`src/wsq_pkg.sv`:
```
// wsq_pkg: shared widths, verdict codes, register indexes and stage types
// for the wake swipe qualifier. Depends on nothing; used by every module.

package wsq_pkg;

  // field widths
  localparam int MoveWidth  = 13;
  localparam int MagWidth   = 13;
  localparam int NumWidth   = 16;
  localparam int QuoWidth   = 16;
  localparam int VelWidth   = 16;
  localparam int ZWidth     = 8;
  localparam int CfgWidth   = 17;
  localparam int IndexWidth = 3;

  // one divider cell per quotient bit
  localparam int NumCells = QuoWidth;

  // configuration register indexes
  localparam logic [IndexWidth-1:0] RegFingers     = 3'd0;
  localparam logic [IndexWidth-1:0] RegLarge       = 3'd1;
  localparam logic [IndexWidth-1:0] RegArea        = 3'd2;
  localparam logic [IndexWidth-1:0] RegSlant       = 3'd3;
  localparam logic [IndexWidth-1:0] RegSpeedFloor  = 3'd4;
  localparam logic [IndexWidth-1:0] RegSpeedCeil   = 3'd5;
  localparam logic [IndexWidth-1:0] RegStrFloor    = 3'd6;
  localparam logic [IndexWidth-1:0] RegStrCeil     = 3'd7;

  // verdict codes, first failing check wins
  typedef enum logic [3:0] {
    VERDICT_PASS      = 4'd0,
    VERDICT_FINGERS   = 4'd1,
    VERDICT_LARGE     = 4'd2,
    VERDICT_AREA      = 4'd3,
    VERDICT_DIRECTION = 4'd4,
    VERDICT_SLANT     = 4'd5,
    VERDICT_SLOW      = 4'd6,
    VERDICT_FAST      = 4'd7,
    VERDICT_WEAK      = 4'd8,
    VERDICT_STRONG    = 4'd9
  } verdict_t;

  // configuration registers, signed ones in two's complement
  typedef struct packed {
    logic [4:0]          required_fingers;
    logic                reject_large_object;
    logic [8:0]          area_limit;
    logic [CfgWidth-1:0] slant_limit;
    logic [CfgWidth-1:0] speed_floor;
    logic [CfgWidth-1:0] speed_ceiling;
    logic [8:0]          strength_floor;
    logic [8:0]          strength_ceiling;
  } cfg_t;

  // what travels alongside the division
  typedef struct packed {
    verdict_t            early;
    logic [VelWidth-1:0] velocity;
    logic [ZWidth-1:0]   strength;
  } meta_t;

  // one divider stage: remaining dividend bits, partial remainder, quotient, divisor and metadata
  typedef struct packed {
    logic [NumWidth-1:0] num;
    logic [MagWidth-1:0] rem;
    logic [QuoWidth-1:0] quo;
    logic [MagWidth-1:0] div;
    meta_t               meta;
  } stage_t;

endpackage

```
`src/wsq_div_cell.sv`:
```
// wsq_div_cell: one restoring division cell, works out one quotient bit
// and hands the request on to the next cell. Depends on wsq_pkg.

module wsq_div_cell (
  input  logic            clk,
  input  logic            rst,
  input  logic            en,
  input  logic            up_valid,
  input  wsq_pkg::stage_t up_data,
  output logic            down_valid,
  output wsq_pkg::stage_t down_data
);

  logic [wsq_pkg::MagWidth:0] rem_shift;
  logic [wsq_pkg::MagWidth:0] div_ext;
  logic                       fits;
  logic [wsq_pkg::MagWidth:0] rem_sub;
  wsq_pkg::stage_t            stage_next;

  // bring down the next dividend bit and try the subtraction
  always_comb begin
    rem_shift  = {up_data.rem, up_data.num[wsq_pkg::NumWidth-1]};
    div_ext    = {1'b0, up_data.div};
    fits       = (rem_shift >= div_ext);
    rem_sub    = fits ? (rem_shift - div_ext) : rem_shift;
    stage_next = up_data;
    stage_next.num = {up_data.num[wsq_pkg::NumWidth-2:0], 1'b0};
    stage_next.rem = rem_sub[wsq_pkg::MagWidth-1:0];
    stage_next.quo = {up_data.quo[wsq_pkg::QuoWidth-2:0], fits};
  end

  // valid flag
  always_ff @(posedge clk) begin
    if (rst) begin
      down_valid <= 1'b0;
    end else if (en) begin
      down_valid <= up_valid;
    end
  end

  // stage payload
  always_ff @(posedge clk) begin
    if (en) begin
      down_data <= stage_next;
    end
  end

endmodule

```
`src/wsq_judge.sv`:
```
// wsq_judge: finishes the slant, speed and strength checks on the quotient
// from the last cell and holds the result register. Depends on wsq_pkg.

module wsq_judge (
  input  logic            clk,
  input  logic            rst,
  input  logic            en,
  input  logic            up_valid,
  input  wsq_pkg::stage_t up_data,
  input  wsq_pkg::cfg_t   cfg,
  output logic            result_valid,
  output logic            accepted,
  output logic [3:0]      verdict
);

  wsq_pkg::verdict_t verdict_next;
  logic              slant_fail;
  logic              slow_fail;
  logic              fast_fail;
  logic              weak_fail;
  logic              strong_fail;

  // late checks, a negative limit disables its check
  always_comb begin
    slant_fail  = !cfg.slant_limit[wsq_pkg::CfgWidth-1] &&
                  ({1'b0, up_data.quo} > cfg.slant_limit);
    slow_fail   = !cfg.speed_floor[wsq_pkg::CfgWidth-1] &&
                  ({1'b0, up_data.meta.velocity} < cfg.speed_floor);
    fast_fail   = !cfg.speed_ceiling[wsq_pkg::CfgWidth-1] &&
                  ({1'b0, up_data.meta.velocity} > cfg.speed_ceiling);
    weak_fail   = !cfg.strength_floor[8] &&
                  ({1'b0, up_data.meta.strength} <= cfg.strength_floor);
    strong_fail = !cfg.strength_ceiling[8] &&
                  ({1'b0, up_data.meta.strength} >= cfg.strength_ceiling);

    if (up_data.meta.early != wsq_pkg::VERDICT_PASS) begin
      verdict_next = up_data.meta.early;
    end else if (slant_fail) begin
      verdict_next = wsq_pkg::VERDICT_SLANT;
    end else if (slow_fail) begin
      verdict_next = wsq_pkg::VERDICT_SLOW;
    end else if (fast_fail) begin
      verdict_next = wsq_pkg::VERDICT_FAST;
    end else if (weak_fail) begin
      verdict_next = wsq_pkg::VERDICT_WEAK;
    end else if (strong_fail) begin
      verdict_next = wsq_pkg::VERDICT_STRONG;
    end else begin
      verdict_next = wsq_pkg::VERDICT_PASS;
    end
  end

  // result valid flag
  always_ff @(posedge clk) begin
    if (rst) begin
      result_valid <= 1'b0;
    end else if (en) begin
      result_valid <= up_valid;
    end
  end

  // result payload
  always_ff @(posedge clk) begin
    if (en) begin
      verdict  <= verdict_next;
      accepted <= (verdict_next == wsq_pkg::VERDICT_PASS);
    end
  end

endmodule

```
`src/wake_swipe_qualifier_top.sv`:
```
// wake_swipe_qualifier_top: wake gesture qualifier, entry checks, a row of
// divider cells for the slant ratio and the final judge. Depends on
// wsq_pkg, wsq_div_cell and wsq_judge.
//
// Usage
//   A swipe summary is offered on swipe_valid/swipe_ready with its fields on
//   separate ports; one result (accepted, verdict) comes back per request on
//   result_valid/result_ready, in order. Verdict is the first failing check
//   or zero for a pass.
//   From acceptance to result_valid a request passes 16 divider cells, one
//   per quotient bit of |dx|*10/|dy|, and the result register. A new request
//   is taken every cycle while the row is not held, one swipe per cycle.
//   When result_ready is low with a result waiting, the whole row of cells
//   holds and swipe_ready drops; bubbles in the row are not squeezed out.
//   Reset clears every valid flag in the row and loads the registers with
//   their defaults (fingers 1, large reject on, area 75, slant 10, no speed
//   floor, speed ceiling 1000, strength 20 to 200).
//   Registers are written through cfg_we/cfg_index/cfg_wdata, one per
//   cycle, and should only change while no request is in flight.

module wake_swipe_qualifier_top (
  input  logic                             clk,
  input  logic                             rst,
  input  logic                             swipe_valid,
  output logic                             swipe_ready,
  input  logic [wsq_pkg::MoveWidth-1:0]    move_x,
  input  logic [wsq_pkg::MoveWidth-1:0]    move_y,
  input  logic [3:0]                       contact_width,
  input  logic [3:0]                       contact_height,
  input  logic [wsq_pkg::VelWidth-1:0]     velocity,
  input  logic [wsq_pkg::ZWidth-1:0]       strength,
  input  logic [3:0]                       finger_count,
  input  logic                             big_object,
  output logic                             result_valid,
  input  logic                             result_ready,
  output logic                             accepted,
  output logic [3:0]                       verdict,
  input  logic                             cfg_we,
  input  logic [wsq_pkg::IndexWidth-1:0]   cfg_index,
  input  logic [wsq_pkg::CfgWidth-1:0]     cfg_wdata
);

  wsq_pkg::cfg_t                cfg;
  logic                         en;
  logic [7:0]                   area;
  logic [wsq_pkg::MagWidth-1:0] abs_x;
  logic [wsq_pkg::MagWidth-1:0] abs_y;
  logic [wsq_pkg::NumWidth-1:0] abs_x_ext;
  wsq_pkg::verdict_t            early;
  wsq_pkg::stage_t              head_data;
  wsq_pkg::stage_t              chain_data  [0:wsq_pkg::NumCells];
  logic [wsq_pkg::NumCells:0]   chain_valid;

  // the whole row moves unless a result is waiting and result_ready is low
  assign en          = !result_valid || result_ready;
  assign swipe_ready = en;

  // configuration registers
  always_ff @(posedge clk) begin
    if (rst) begin
      cfg.required_fingers    <= 5'd1;
      cfg.reject_large_object <= 1'b1;
      cfg.area_limit          <= 9'd75;
      cfg.slant_limit         <= 17'd10;
      cfg.speed_floor         <= '1;
      cfg.speed_ceiling       <= 17'd1000;
      cfg.strength_floor      <= 9'd20;
      cfg.strength_ceiling    <= 9'd200;
    end else if (cfg_we) begin
      unique case (cfg_index)
        wsq_pkg::RegFingers:    cfg.required_fingers    <= cfg_wdata[4:0];
        wsq_pkg::RegLarge:      cfg.reject_large_object <= cfg_wdata[0];
        wsq_pkg::RegArea:       cfg.area_limit          <= cfg_wdata[8:0];
        wsq_pkg::RegSlant:      cfg.slant_limit         <= cfg_wdata;
        wsq_pkg::RegSpeedFloor: cfg.speed_floor         <= cfg_wdata;
        wsq_pkg::RegSpeedCeil:  cfg.speed_ceiling       <= cfg_wdata;
        wsq_pkg::RegStrFloor:   cfg.strength_floor      <= cfg_wdata[8:0];
        wsq_pkg::RegStrCeil:    cfg.strength_ceiling    <= cfg_wdata[8:0];
        default: ;
      endcase
    end
  end

  // contact area, |dx| and |dy|, the latter valid only for a negative move_y
  always_comb begin
    area      = contact_width * contact_height;
    abs_x     = move_x[wsq_pkg::MoveWidth-1] ? (~move_x + 1'b1) : move_x;
    abs_y     = ~move_y + 1'b1;
    abs_x_ext = {{(wsq_pkg::NumWidth-wsq_pkg::MagWidth){1'b0}}, abs_x};
  end

  // entry checks in priority order
  always_comb begin
    if (!cfg.required_fingers[4] && ({1'b0, finger_count} != cfg.required_fingers)) begin
      early = wsq_pkg::VERDICT_FINGERS;
    end else if (cfg.reject_large_object && big_object) begin
      early = wsq_pkg::VERDICT_LARGE;
    end else if (!cfg.area_limit[8] && ({1'b0, area} > cfg.area_limit)) begin
      early = wsq_pkg::VERDICT_AREA;
    end else if (!move_y[wsq_pkg::MoveWidth-1]) begin
      early = wsq_pkg::VERDICT_DIRECTION;
    end else begin
      early = wsq_pkg::VERDICT_PASS;
    end
  end

  // request into the first cell
  always_comb begin
    head_data.num           = (abs_x_ext << 3) + (abs_x_ext << 1);
    head_data.rem           = '0;
    head_data.quo           = '0;
    head_data.div           = abs_y;
    head_data.meta.early    = early;
    head_data.meta.velocity = velocity;
    head_data.meta.strength = strength;
  end

  assign chain_valid[0] = swipe_valid;
  assign chain_data[0]  = head_data;

  // row of divider cells
  for (genvar i = 0; i < wsq_pkg::NumCells; i++) begin : g_cell
    wsq_div_cell u_cell (
      .clk        (clk),
      .rst        (rst),
      .en         (en),
      .up_valid   (chain_valid[i]),
      .up_data    (chain_data[i]),
      .down_valid (chain_valid[i+1]),
      .down_data  (chain_data[i+1])
    );
  end

  // late checks and result register
  wsq_judge u_judge (
    .clk          (clk),
    .rst          (rst),
    .en           (en),
    .up_valid     (chain_valid[wsq_pkg::NumCells]),
    .up_data      (chain_data[wsq_pkg::NumCells]),
    .cfg          (cfg),
    .result_valid (result_valid),
    .accepted     (accepted),
    .verdict      (verdict)
  );

endmodule
```
`config.mk`:
```
export PLATFORM = sky130hd
export DESIGN_NAME = wake_swipe_qualifier_top
export DESIGN_NICKNAME = d
export VERILOG_FILES = /design/src/wsq_pkg.sv /design/src/wsq_div_cell.sv /design/src/wsq_judge.sv /design/src/wake_swipe_qualifier_top.sv
export SDC_FILE = /design/constraint.sdc
export NUM_CORES = 2
export LEC_CHECK = 0
export ABC_AREA = 0
export BUFFER_PORTS_ARGS = -buffer_cell sky130_fd_sc_hd__buf_2
export CAP_MARGIN = 20
export CORE_ASPECT_RATIO = 0.75
export CORE_MARGIN = 1.5
export CORE_UTILIZATION = 64
export DETAILED_ROUTE_END_ITERATION = 8
export PLACE_DENSITY = 0.77
export SLEW_MARGIN = 20
export SYNTH_ARGS = -nofsm -noshare
export SYNTH_HDL_FRONTEND = slang
export SYNTH_HIERARCHICAL = 1
export SYNTH_SLANG_ARGS = --single-unit
```
`constraint.sdc`:
```
create_clock -name clk -period 47.3 [get_ports clk]
set_clock_uncertainty 0.2 [all_clocks]
set_input_delay 2.365 -clock clk [delete_from_list [all_inputs] [get_ports clk]]
set_output_delay 2.365 -clock clk [all_outputs]
set_load 0.02 [all_outputs]
```
==> qor.txt <==
total CTS buffers -> 108
cts hold-fix bufs -> 0
number of global-route vias before repair -> 27440
worst-margin pin slew -> 1.065 ns
Tot GR Track Use -> 20.56%
Pwr Density -> 59.95 nW/µm²
total power draw -> 3.497 mW
Min-Delay Path Class -> reg -> reg
wire length per cell -> 17.13 µm
share of cells above drive strength 1 -> 13.67%
CTS tree -> built
pin count of the biggest net entering global routing -> 159
Resized Gates After CTS -> 0
hold depth -> 0
setup ws final -> 39.93 ns
Fin Setup TNS -> 0 ns
Post-Place Cells -> 4845
reg2reg setup slack -> 41.91 ns
via/cell ratio -> 5.555
Vias -> 28030
postcts setup bufs -> 0
clock transition at the registers of the reported paths -> 0.06 ns
Yosys warnings -> 6
final hold vios -> 0
Overflow after GRT -> 0
# clock sinks -> 1200
initial detailed-routing violation count -> 1950
WHS -> 0.2000 ns
Crit Path Class -> in -> reg
initial antenna violation count -> 3
DIE HEIGHT -> 252.6 µm
Area Growth Syn to Fin -> 9.780%
io pins -> 95
fin crit period -> 7.372 ns
Leakage -> 23.60 nW
number of remaining DRC errors -> 0
nets -> 4252
max-cap violations -> 0
dpl hpwl -> 58300 µm
Row Count -> 91
Die Area -> 84790 µm²
Detailed Routing Iterations Pass 1 -> 7
Port Buf Inserts -> 94
Worst setup SP type -> input port
# setup viols final -> 0
Reg2Reg Depth -> 6
Bufs on Longest Clock Path -> 3
Die W -> 335.7 µm
first-pass GRT wire length -> 139800 µm
DRT Wirelength -> 86400 µm
peak fanout along the critical path -> 14
status -> finished clean
post-route insts no fill -> 5045
clk root buf -> clkbuf_16
GP Congestion -> 0.8399
Max Fclk -> 135.6 MHz
initial core utilization -> 64.64%
WP data arrival -> 7.69 ns
unrepaired setup endpoints after global routing -> no
Final period util -> 15.59%
Worst Setup Slack post-DPL -> 39.23 ns
synthesized instance count -> 3631
max-slew violation count -> 0
Avg Cell Area, Syn -> 14.64 µm²
Core ar. -> 82210 µm²
Antenna Nets Post-Route -> 0
Slew headroom -> 29.01%
clk_lat worst skew -> 0.67 ns
Peak supply drop -> 35.28 µV
Req. time, crit path -> 47.61 ns
htree depth -> 3
Worst setup EP type -> flop
Post-Syn Area -> 53140 µm²
==> per-stage QoR <==
stage	instance area, µm²	util [%]
floorplan	53240	-
global placement	54850	66.72
detailed placement	54850	66.72
CTS	58340	70.96
global route	58340	70.96
finish	58340	70.97
==> report_power, final <==
group | internal [mW] | switching, mW | leakage (nW)
clock | 0.483 | 0.373 | 1.66
sequential | 1.44 | 0.0913 | 12.4
combinational | 0.566 | 0.539 | 9.54
total | 2.49 | 1.00 | 23.6
==> registers in the layout (all words and copies together), names as in the netlist <==
name,cells
u_judge/result_valid,1
g_cell.u_cell/down_data,1094
cfg,84
u_judge/verdict,4
g_cell.u_cell/down_valid,16
u_judge/accepted,1
==> final timing paths <==
path | from | endpoint
worst min-delay path | g_cell[3].u_cell/down_data[76]$_DFFE_PP_ | g_cell[4].u_cell/down_data[77]$_DFFE_PP_
worst max register to register | u_judge/result_valid$_SDFFE_PP0P_ | g_cell[2].u_cell/down_data[74]$_DFFE_PP_
worst min register to register | g_cell[3].u_cell/down_data[76]$_DFFE_PP_ | g_cell[4].u_cell/down_data[77]$_DFFE_PP_
worst max-delay path | move_x[1] | g_cell[0].u_cell/down_data[58]$_DFFE_PP_
==> layout make-up <==
cell class	instances	area (µm²)
repair buffers	111	610.6
flip-flops and latches	1200	35020
diodes	1	2.502
fillers	5425	23870
clock inverters	71	690.7
well taps	1116	1396
multi-input cells	2081	16550
clock buffers	128	2799
inverters	337	1265
==> critical path, cell delays in order <==
cell and delay, ns:
buf_2 0.10, or3_1 0.46, o41ai_1 0.44, xnor2_1 0.16
ha_1 0.38, a21o_1 0.19, or3_1 0.33, o21ai_0 0.45
a221oi_1 0.17, xor2_1 0.41, inv_1 0.12, ha_1 0.23
fa_1 0.40, nand2b_2 0.22, a21oi_2 0.20, o21ai_2 0.10
a211oi_2 0.20, o32a_2 0.47, mux2i_1 0.27
==> metal layers <==
layer	global-route usage (%)	up-vias	share of wire (%)
met3	3.284	124	4.5
met1	29.84	13470	47
li1	-	13850	-
met4	5.197	2	2.0
met2	32.79	574	46
met5	0	-	0.015
==> cell usage in the layout, fill, tap and decap left out, types with 20 or more instances in the layout <==
cell / n
inv_1: 337
nand2b_1: 54
xor2_1: 81
o211ai_1: 20
nand2_1: 189
mux2_2: 45
edfxtp_1: 1099
dfxtp_1: 101
a211o_1: 25
buf_2: 94
nand3b_1: 29
clkbuf_16: 109
nand3_1: 41
or2_2: 22
xnor2_1: 91
or3_1: 21
a21o_1: 41
clkinv_1: 32
nand4_1: 26
mux2i_1: 56
conb_1: 28
ha_1: 304
nor3_1: 41
nor2_1: 171
o21ai_0: 80
nor2b_1: 53
a211oi_1: 34
mux2_4: 105
o21a_1: 20
a21oi_1: 195
fa_1: 21
No activity file was read; power rests on OpenSTA's default activity.
